===== src/design/kvt_pkg.sv =====
`default_nettype none

package kvt_pkg;

  // Table geometry.
  localparam int ENTRIES     = 16;
  localparam int KEY_BYTES   = 8;
  localparam int VALUE_BYTES = 8;
  localparam int IDX_W       = $clog2(ENTRIES);
  localparam int CNT_W       = 5;
  localparam int KEY_W       = 64;
  localparam int VAL_W       = 64;
  localparam int OP_W        = 2;
  localparam int ST_W        = 3;

  // Command opcodes.
  localparam logic [OP_W-1:0] OP_SET = 2'd0;
  localparam logic [OP_W-1:0] OP_DEL = 2'd1;
  localparam logic [OP_W-1:0] OP_GET = 2'd2;

  // Result status codes.
  localparam logic [ST_W-1:0] ST_UPDATED  = 3'd0;
  localparam logic [ST_W-1:0] ST_INSERTED = 3'd1;
  localparam logic [ST_W-1:0] ST_DROPPED  = 3'd2;
  localparam logic [ST_W-1:0] ST_DELETED  = 3'd3;
  localparam logic [ST_W-1:0] ST_ABSENT   = 3'd4;
  localparam logic [ST_W-1:0] ST_HIT      = 3'd5;

  typedef struct packed {
    logic [OP_W-1:0]  opcode;
    logic [KEY_W-1:0] key;
    logic [VAL_W-1:0] value;
  } in_item_t;

  typedef struct packed {
    logic [ST_W-1:0]  status;
    logic [VAL_W-1:0] read_value;
    logic [CNT_W-1:0] entries_used;
  } out_item_t;

  // Keep at most nbytes bytes of the word and clear everything from the
  // first zero byte on.
  function automatic logic [63:0] as_string(input logic [63:0] word, input int nbytes);
    logic [63:0] res;
    logic        alive;
    res   = '0;
    alive = 1'b1;
    for (int i = 0; i < 8; i++) begin
      if (i >= nbytes || word[8*i +: 8] == 8'h00) begin
        alive = 1'b0;
      end
      if (alive) begin
        res[8*i +: 8] = word[8*i +: 8];
      end
    end
    return res;
  endfunction

endpackage

`default_nettype wire


===== src/design/kvt_ram.sv =====
`default_nettype none

module kvt_ram #(
  parameter int WIDTH = 64,
  parameter int DEPTH = 16
) (
  input  wire logic                     clk,
  input  wire logic                     wr_en,
  input  wire logic [$clog2(DEPTH)-1:0] wr_addr,
  input  wire logic [WIDTH-1:0]         wr_data,
  input  wire logic [$clog2(DEPTH)-1:0] rd_addr,
  output logic      [WIDTH-1:0]         rd_data
);

  logic [WIDTH-1:0] mem [DEPTH];

  // One write port and one registered read port.
  always_ff @(posedge clk) begin
    if (wr_en) begin
      mem[wr_addr] <= wr_data;
    end
    rd_data <= mem[rd_addr];
  end

endmodule

`default_nettype wire


===== src/design/key_value_table_engine_core.sv =====
`default_nettype none

// An item's scan ends at the first matching slot or after the last filled slot,
// and is skipped with an empty table. Throughput: one item at a time; the next
// item is accepted only once the last has been applied, as the single key compare
// walks the stored slots one per cycle, and a result that is not taken holds up
// the apply step. Reset: synchronous, active low; clears the control registers,
// among them the valid marks and fill count; payload registers are not reset.
module key_value_table_engine_core (
  input  wire logic              clk,
  input  wire logic              rst_n,
  input  wire logic              in_valid,
  output logic                   in_stall,
  input  wire kvt_pkg::in_item_t in_item,
  output logic                   out_valid,
  input  wire logic              out_stall,
  output kvt_pkg::out_item_t     out_item
);

  localparam logic [1:0] S_IDLE = 2'd0;
  localparam logic [1:0] S_SCAN = 2'd1;
  localparam logic [1:0] S_ACT  = 2'd2;

  // Control state.
  logic [1:0]                    state_r, state_nxt;
  logic [kvt_pkg::ENTRIES-1:0]   valid_r, valid_nxt;
  logic [kvt_pkg::CNT_W-1:0]     fill_r, fill_nxt;
  logic [kvt_pkg::IDX_W-1:0]     rd_idx_r, rd_idx_nxt;
  logic [kvt_pkg::IDX_W-1:0]     chk_idx_r, chk_idx_nxt;
  logic                          chk_r, chk_nxt;
  logic                          found_r, found_nxt;
  logic                          out_valid_r, out_valid_nxt;

  // Payload state.
  logic [kvt_pkg::OP_W-1:0]      op_r, op_nxt;
  logic [kvt_pkg::KEY_W-1:0]     key_r, key_nxt;
  logic [kvt_pkg::VAL_W-1:0]     val_r, val_nxt;
  logic [kvt_pkg::IDX_W-1:0]     slot_r, slot_nxt;
  logic [kvt_pkg::VAL_W-1:0]     rdv_r, rdv_nxt;
  kvt_pkg::out_item_t            out_item_r, out_item_nxt;

  // Memory ports.
  logic                          key_we;
  logic                          val_we;
  logic [kvt_pkg::IDX_W-1:0]     wr_addr;
  logic [kvt_pkg::KEY_W-1:0]     key_rdata;
  logic [kvt_pkg::VAL_W-1:0]     val_rdata;

  logic                          in_acc;
  logic                          out_free;
  logic                          hit;
  logic                          last;

  kvt_ram #(
    .WIDTH(kvt_pkg::KEY_W),
    .DEPTH(kvt_pkg::ENTRIES)
  ) u_key_ram (
    .clk    (clk),
    .wr_en  (key_we),
    .wr_addr(wr_addr),
    .wr_data(key_r),
    .rd_addr(rd_idx_r),
    .rd_data(key_rdata)
  );

  kvt_ram #(
    .WIDTH(kvt_pkg::VAL_W),
    .DEPTH(kvt_pkg::ENTRIES)
  ) u_val_ram (
    .clk    (clk),
    .wr_en  (val_we),
    .wr_addr(wr_addr),
    .wr_data(val_r),
    .rd_addr(rd_idx_r),
    .rd_data(val_rdata)
  );

  assign in_stall  = (state_r != S_IDLE);
  assign in_acc    = in_valid && !in_stall;
  assign out_valid = out_valid_r;
  assign out_item  = out_item_r;
  assign out_free  = !out_valid_r || !out_stall;

  // Compare of the slot whose key arrived from the memory this cycle.
  assign hit  = chk_r && valid_r[chk_idx_r] && (key_rdata == key_r);
  assign last = chk_r &&
                (({1'b0, chk_idx_r} + kvt_pkg::CNT_W'(1)) == fill_r);

  // Sequencer: accept, scan the filled slots, then apply and report.
  always_comb begin
    state_nxt     = state_r;
    valid_nxt     = valid_r;
    fill_nxt      = fill_r;
    rd_idx_nxt    = rd_idx_r;
    chk_idx_nxt   = chk_idx_r;
    chk_nxt       = chk_r;
    found_nxt     = found_r;
    out_valid_nxt = out_valid_r;
    op_nxt        = op_r;
    key_nxt       = key_r;
    val_nxt       = val_r;
    slot_nxt      = slot_r;
    rdv_nxt       = rdv_r;
    out_item_nxt  = out_item_r;
    key_we        = 1'b0;
    val_we        = 1'b0;
    wr_addr       = slot_r;

    if (out_valid_r && !out_stall) begin
      out_valid_nxt = 1'b0;
    end

    case (state_r)
      S_IDLE: begin
        if (in_acc) begin
          op_nxt     = in_item.opcode;
          key_nxt    = kvt_pkg::as_string(in_item.key, kvt_pkg::KEY_BYTES);
          val_nxt    = kvt_pkg::as_string(in_item.value, kvt_pkg::VALUE_BYTES);
          rd_idx_nxt = '0;
          chk_nxt    = 1'b0;
          found_nxt  = 1'b0;
          state_nxt  = (fill_r == '0) ? S_ACT : S_SCAN;
        end
      end
      S_SCAN: begin
        if (hit) begin
          found_nxt = 1'b1;
          slot_nxt  = chk_idx_r;
          rdv_nxt   = val_rdata;
          state_nxt = S_ACT;
        end else if (last) begin
          found_nxt = 1'b0;
          state_nxt = S_ACT;
        end else begin
          chk_nxt     = 1'b1;
          chk_idx_nxt = rd_idx_r;
          rd_idx_nxt  = rd_idx_r + kvt_pkg::IDX_W'(1);
        end
      end
      S_ACT: begin
        if (out_free) begin
          out_valid_nxt           = 1'b1;
          out_item_nxt.status     = kvt_pkg::ST_ABSENT;
          out_item_nxt.read_value = '0;
          case (op_r)
            kvt_pkg::OP_SET: begin
              if (found_r) begin
                val_we              = 1'b1;
                out_item_nxt.status = kvt_pkg::ST_UPDATED;
              end else if (fill_r < kvt_pkg::CNT_W'(kvt_pkg::ENTRIES)) begin
                wr_addr                         = fill_r[kvt_pkg::IDX_W-1:0];
                key_we                          = 1'b1;
                val_we                          = 1'b1;
                valid_nxt[fill_r[kvt_pkg::IDX_W-1:0]] = 1'b1;
                fill_nxt                        = fill_r + kvt_pkg::CNT_W'(1);
                out_item_nxt.status             = kvt_pkg::ST_INSERTED;
              end else begin
                out_item_nxt.status = kvt_pkg::ST_DROPPED;
              end
            end
            kvt_pkg::OP_DEL: begin
              if (found_r) begin
                valid_nxt[slot_r]   = 1'b0;
                out_item_nxt.status = kvt_pkg::ST_DELETED;
              end
            end
            kvt_pkg::OP_GET: begin
              if (found_r) begin
                out_item_nxt.status     = kvt_pkg::ST_HIT;
                out_item_nxt.read_value = rdv_r;
              end
            end
            default: begin
              out_item_nxt.status = kvt_pkg::ST_ABSENT;
            end
          endcase
          out_item_nxt.entries_used = fill_nxt;
          state_nxt                 = S_IDLE;
        end
      end
      default: begin
        state_nxt = S_IDLE;
      end
    endcase
  end

  // Control registers.
  always_ff @(posedge clk) begin
    if (!rst_n) begin
      state_r     <= S_IDLE;
      valid_r     <= '0;
      fill_r      <= '0;
      rd_idx_r    <= '0;
      chk_idx_r   <= '0;
      chk_r       <= 1'b0;
      found_r     <= 1'b0;
      out_valid_r <= 1'b0;
    end else begin
      state_r     <= state_nxt;
      valid_r     <= valid_nxt;
      fill_r      <= fill_nxt;
      rd_idx_r    <= rd_idx_nxt;
      chk_idx_r   <= chk_idx_nxt;
      chk_r       <= chk_nxt;
      found_r     <= found_nxt;
      out_valid_r <= out_valid_nxt;
    end
  end

  // Payload registers.
  always_ff @(posedge clk) begin
    op_r       <= op_nxt;
    key_r      <= key_nxt;
    val_r      <= val_nxt;
    slot_r     <= slot_nxt;
    rdv_r      <= rdv_nxt;
    out_item_r <= out_item_nxt;
  end

  // The fill count never passes the table size.
  assert property (@(posedge clk) disable iff (!rst_n)
    fill_r <= kvt_pkg::CNT_W'(kvt_pkg::ENTRIES))
    else $error("fill count beyond table size");

  // No slot at or beyond the fill count is ever marked valid.
  assert property (@(posedge clk) disable iff (!rst_n)
    (valid_r >> fill_r) == '0)
    else $error("valid mark beyond fill count");

  // An accepted item leaves the sequencer busy in the next cycle.
  assert property (@(posedge clk) disable iff (!rst_n)
    in_acc |=> (state_r == S_SCAN || state_r == S_ACT))
    else $error("accepted item not processed");

  // A result is only loaded from the apply step.
  assert property (@(posedge clk) disable iff (!rst_n)
    $rose(out_valid_r) |-> $past(state_r) == S_ACT)
    else $error("result raised outside apply step");

endmodule

`default_nettype wire


===== config.mk =====
export PLATFORM = sky130hd
export DESIGN_NAME = key_value_table_engine_core
export DESIGN_NICKNAME = d
export VERILOG_FILES = /design/src/design/kvt_pkg.sv /design/src/design/kvt_ram.sv /design/src/design/key_value_table_engine_core.sv
export SDC_FILE = /design/constraint.sdc
export NUM_CORES = 2
export LEC_CHECK = 0
export BUFFER_PORTS_ARGS = -buffer_cell sky130_fd_sc_hd__buf_2
export CORE_MARGIN = 1.5
export CORE_UTILIZATION = 45
export CTS_BUF_LIST = sky130_fd_sc_hd__clkbuf_8
export DETAILED_ROUTE_END_ITERATION = 8
export SETUP_SLACK_MARGIN = 0.5
export SLEW_MARGIN = 20
export SYNTH_ARGS = -nofsm -noshare
export SYNTH_HDL_FRONTEND = slang
export SYNTH_SLANG_ARGS = --single-unit

===== constraint.sdc =====
create_clock -name clk -period 19.22 [get_ports clk]
set_input_delay 0 -clock clk [delete_from_list [all_inputs] [get_ports clk]]
set_output_delay 0 -clock clk [all_outputs]
set_load 0.02 [all_outputs]

==> summary.md <==
| Metric | Value |
|---|---|
| Floorplan die height | `454.8 um` |
| PostCTS Resize Cnt | `0` |
| Skew-Pair Late Insertion Delay | `1.10 ns` |
| R2R setup slack | `13.35 ns` |
| Dpl ws | `13.08 ns` |
| Crit share post-route | `30.55%` |
| Critical path required time | `20.13 ns` |
| Initial antenna violation count | `13` |
| Slew Viols, Final | `0` |
| Number of buffers created by CTS | `407` |
| Die area | `0.2069 mm^2` |
| Post-DP HPWL | `107.0 mm` |
| Clk_skew | `0.07426 ns` |
| IO Pins | `208` |
| Via density | `5.601` |
| Final hold viol count | `0` |
| Sequential fraction of the synthesis area | `79.29%` |
| Synth top area share | `75.76%` |
| GR Layer Usage met3 | `4.303%` |
| Slew HR | `23.58%` |
| CTS tree | `built` |
| Largest net degree at the start of global routing | `150` |
| Ratio of total power to cell area | `101.3 mW/mm^2` |
| Post-synth cell types | `58` |
| Postcts setup bufs | `0` |
| F_max | `170.3 MHz` |
| Setup WS post-layout | `13.35 ns` |
| Initial Utilization | `45.36%` |
| Worst-path clk slew | `0.06 ns` |
| Syn avg cell area | `23.31 um^2` |
| Met2 Use GR | `34.17%` |
| Root Driver | `clkbuf_8` |
| DRT antenna net count | `0` |
| Aggregate routed wire length | `217.8 mm` |
| Worst Setup Path Type | `flip-flop to flip-flop` |
| CP startpoint kind | `flip-flop` |
| Std cell rows | `165` |
| Via Count | `43714` |
| Top post-synthesis cells by area | `edfxtp_1 76%, mux4_2 16%, dfxtp_1 3.5%` |
| DIE WIDTH | `454.8 um` |
| Post-Syn Instances | `3941` |
| Gpl congestion | `0.7644` |
| Crit. End Element | `flip-flop` |
| Tot GR Track Use | `21.13%` |
| Synthesized area | `0.09187 mm^2` |
| Drt wl/cell | `27.91 um` |
| Routing usage on met1 | `29.17%` |
| Worst-path fanout max | `107` |
| Worst r2r src | `rd_idx_r[0]` |
| Final TNS setup | `0 ns` |
| Detailed Routing Iterations Pass 1 | `5` |
| Core area | `0.2025 mm^2` |
| Worst min-delay path class | `input port to flip-flop` |
| Crit path DAT | `6.79 ns` |
| Largest area contributor in the netlist | `edfxtp_1` |
| Vias in the first global route | `45078` |
| Reg2Reg Depth | `7` |
| FILL cells | `15414` |
| Syn-to-layout area delta | `17.18%` |
| Post-route DRC | `0` |
| Post-synthesis register bit count | `2480` |
| Minimum clock period | `5.872 ns` |
| Ys flop type | `edfxtp_1` |
| PortBufs | `207` |
| LEAKAGE | `34.34 nW` |
| Max VDD drop | `0.00008352 V` |
| Grt ovf | `0` |
| Post-Syn Nets | `4081` |
| Layout cell share with drive strength beyond 1 | `29.28%` |
| WHS | `0.1503 ns` |
| Slew @ Worst Pin | `1.144 ns` |
| WHS Path Cells | `4` |
| RSZ-0062 raised after global routing | `false` |
| Synth warn | `0` |
| GR peak layer | `met2` |
| Ys async rst share | `0%` |
| Sink Count | `2480` |
| CTS H-tree lvls | `5` |
| Global-route wire length before repair | `312.5 mm` |
| Number of synthesized flops with an enable pin | `2318` |
| Nets | `4944` |
| Initial DRC count | `4189` |
| Worst setup startpoint | `rd_idx_r[0]` |
| Status | `complete, no violations` |
| Hold path startpoint | `in_valid` |
| Number of max-cap violations | `0` |
| CTS Buffer Depth | `4` |
| Setup-failing EPs final | `0` |
==> state kept, by name, summed over array words and instances (netlist names) <==
register and count:
chk_idx_r 4, chk_r 1, fill_r 5, found_r 1, key_r 64, op_r 2
out_item 72, out_valid 1, rd_idx_r 4, rdv_r 64, slot_r 4, state_r 2
u_key_ram.mem 1024, u_key_ram.rd_data 64, u_val_ram.mem 1024, u_val_ram.rd_data 64, val_r 64, valid_r 16
==> path summary, 6_finish.rpt <==
path                           endpoint
setup / recovery  u_key_ram.rd_data[49]
hold / removal                val_r[56]
setup reg to reg  u_key_ram.rd_data[49]
hold reg to reg               rdv_r[55]
==> what timing repair did <==
item / CTS / global route
endpoints found under the hold margin: 254 / 0
setup endpoints to repair: 0 / 0
hold buffers: 353 / 0
==> stage by stage <==
step                      area [um^2]  power, mW  cells  util (%)
final                          107700      10.90   7804     53.16
after global routing           107700      11.28   7802     53.16
after detailed placement        96500      6.678   6714     47.65
after global placement          96470      6.667   6713     47.63
after floorplan                 91870      6.494   3941         -
after CTS                      107600      11.02   7799     53.15
==> per-layer routing <==
metal | vias up | routed length (um)
li1 | 18346 | -
met1 | 23371 | 90160
met2 | 1683 | 107900
met3 | 314 | 14600
met4 | 0 | 5142
met5 | - | 0
==> critical path, stage by stage, from the launching register on <==
cell and delay, ns:
dfxtp_4 0.78, buf_4 0.71, buf_12 0.66, buf_12 0.59, buf_4 0.71, buf_4 0.77
mux4_2 0.61, mux4_2 0.48
==> cell families after synthesis <==
group	after synthesis	synth area share [%]
muxes	643	15.63
DFF	2480	79.29
xor gates and xnor gates	67	0.6387
buffers and inverters	210	0.9356
AOI/OAI and AO/OA	109	0.7735
adders and majority gates	6	0.08171
and+or+nand+nor	426	2.652
==> cell type report <==
cell class	instances	area, um^2	share of cell area, %
sequential	2480	72860	67.68
multi-input combinational	1251	18450	17.14
clock buffer	462	6359	5.906
timing repair buffer	650	5319	4.941
tap	2672	3343	3.105
clock inverter	270	1252	1.163
inverter	14	62.56	0.05811
antenna	5	12.51	0.01162
==> synthesized netlist by cell type (all sizes together) (4+ instances only) <==
library cell,number
nor4,36
nor2,51
a21boi,4
mux4,633
nand3b,4
nand2b,15
nand3,14
and3,20
a211oi,17
and2,170
clkbuf,132
mux2i,10
edfxtp,2318
xor2,10
or2,4
buf,64
nor2b,7
inv,14
ha,6
nand2,55
nand4,23
nor3b,5
nor3,10
a21oi,28
a31oi,12
dfxtp,162
o21ai,25
xnor2,57
==> power by group <==
| group | internal (mW) | leakage [nW] | switching [mW] | total, mW |
|---|---|---|---|---|
| sequential | 6.03 | 22.3 | 0.125 | 6.15 |
| clock | 2.27 | 4.53 | 2.02 | 4.29 |
| combinational | 0.230 | 7.47 | 0.231 | 0.462 |
==> layout by cell type (no fill, tap or decap), types with 55 or more instances in the layout <==
cell type,instances
buf_2,207
and2_1,170
dfxtp_1,158
inv_1,176
clkinv_1,55
buf_4,84
edfxtp_1,2318
xnor2_1,57
mux4_2,633
nand2_1,55
dlygate4sd3_1,353
clkbuf_8,462
Power figures use the tool's default switching activity.
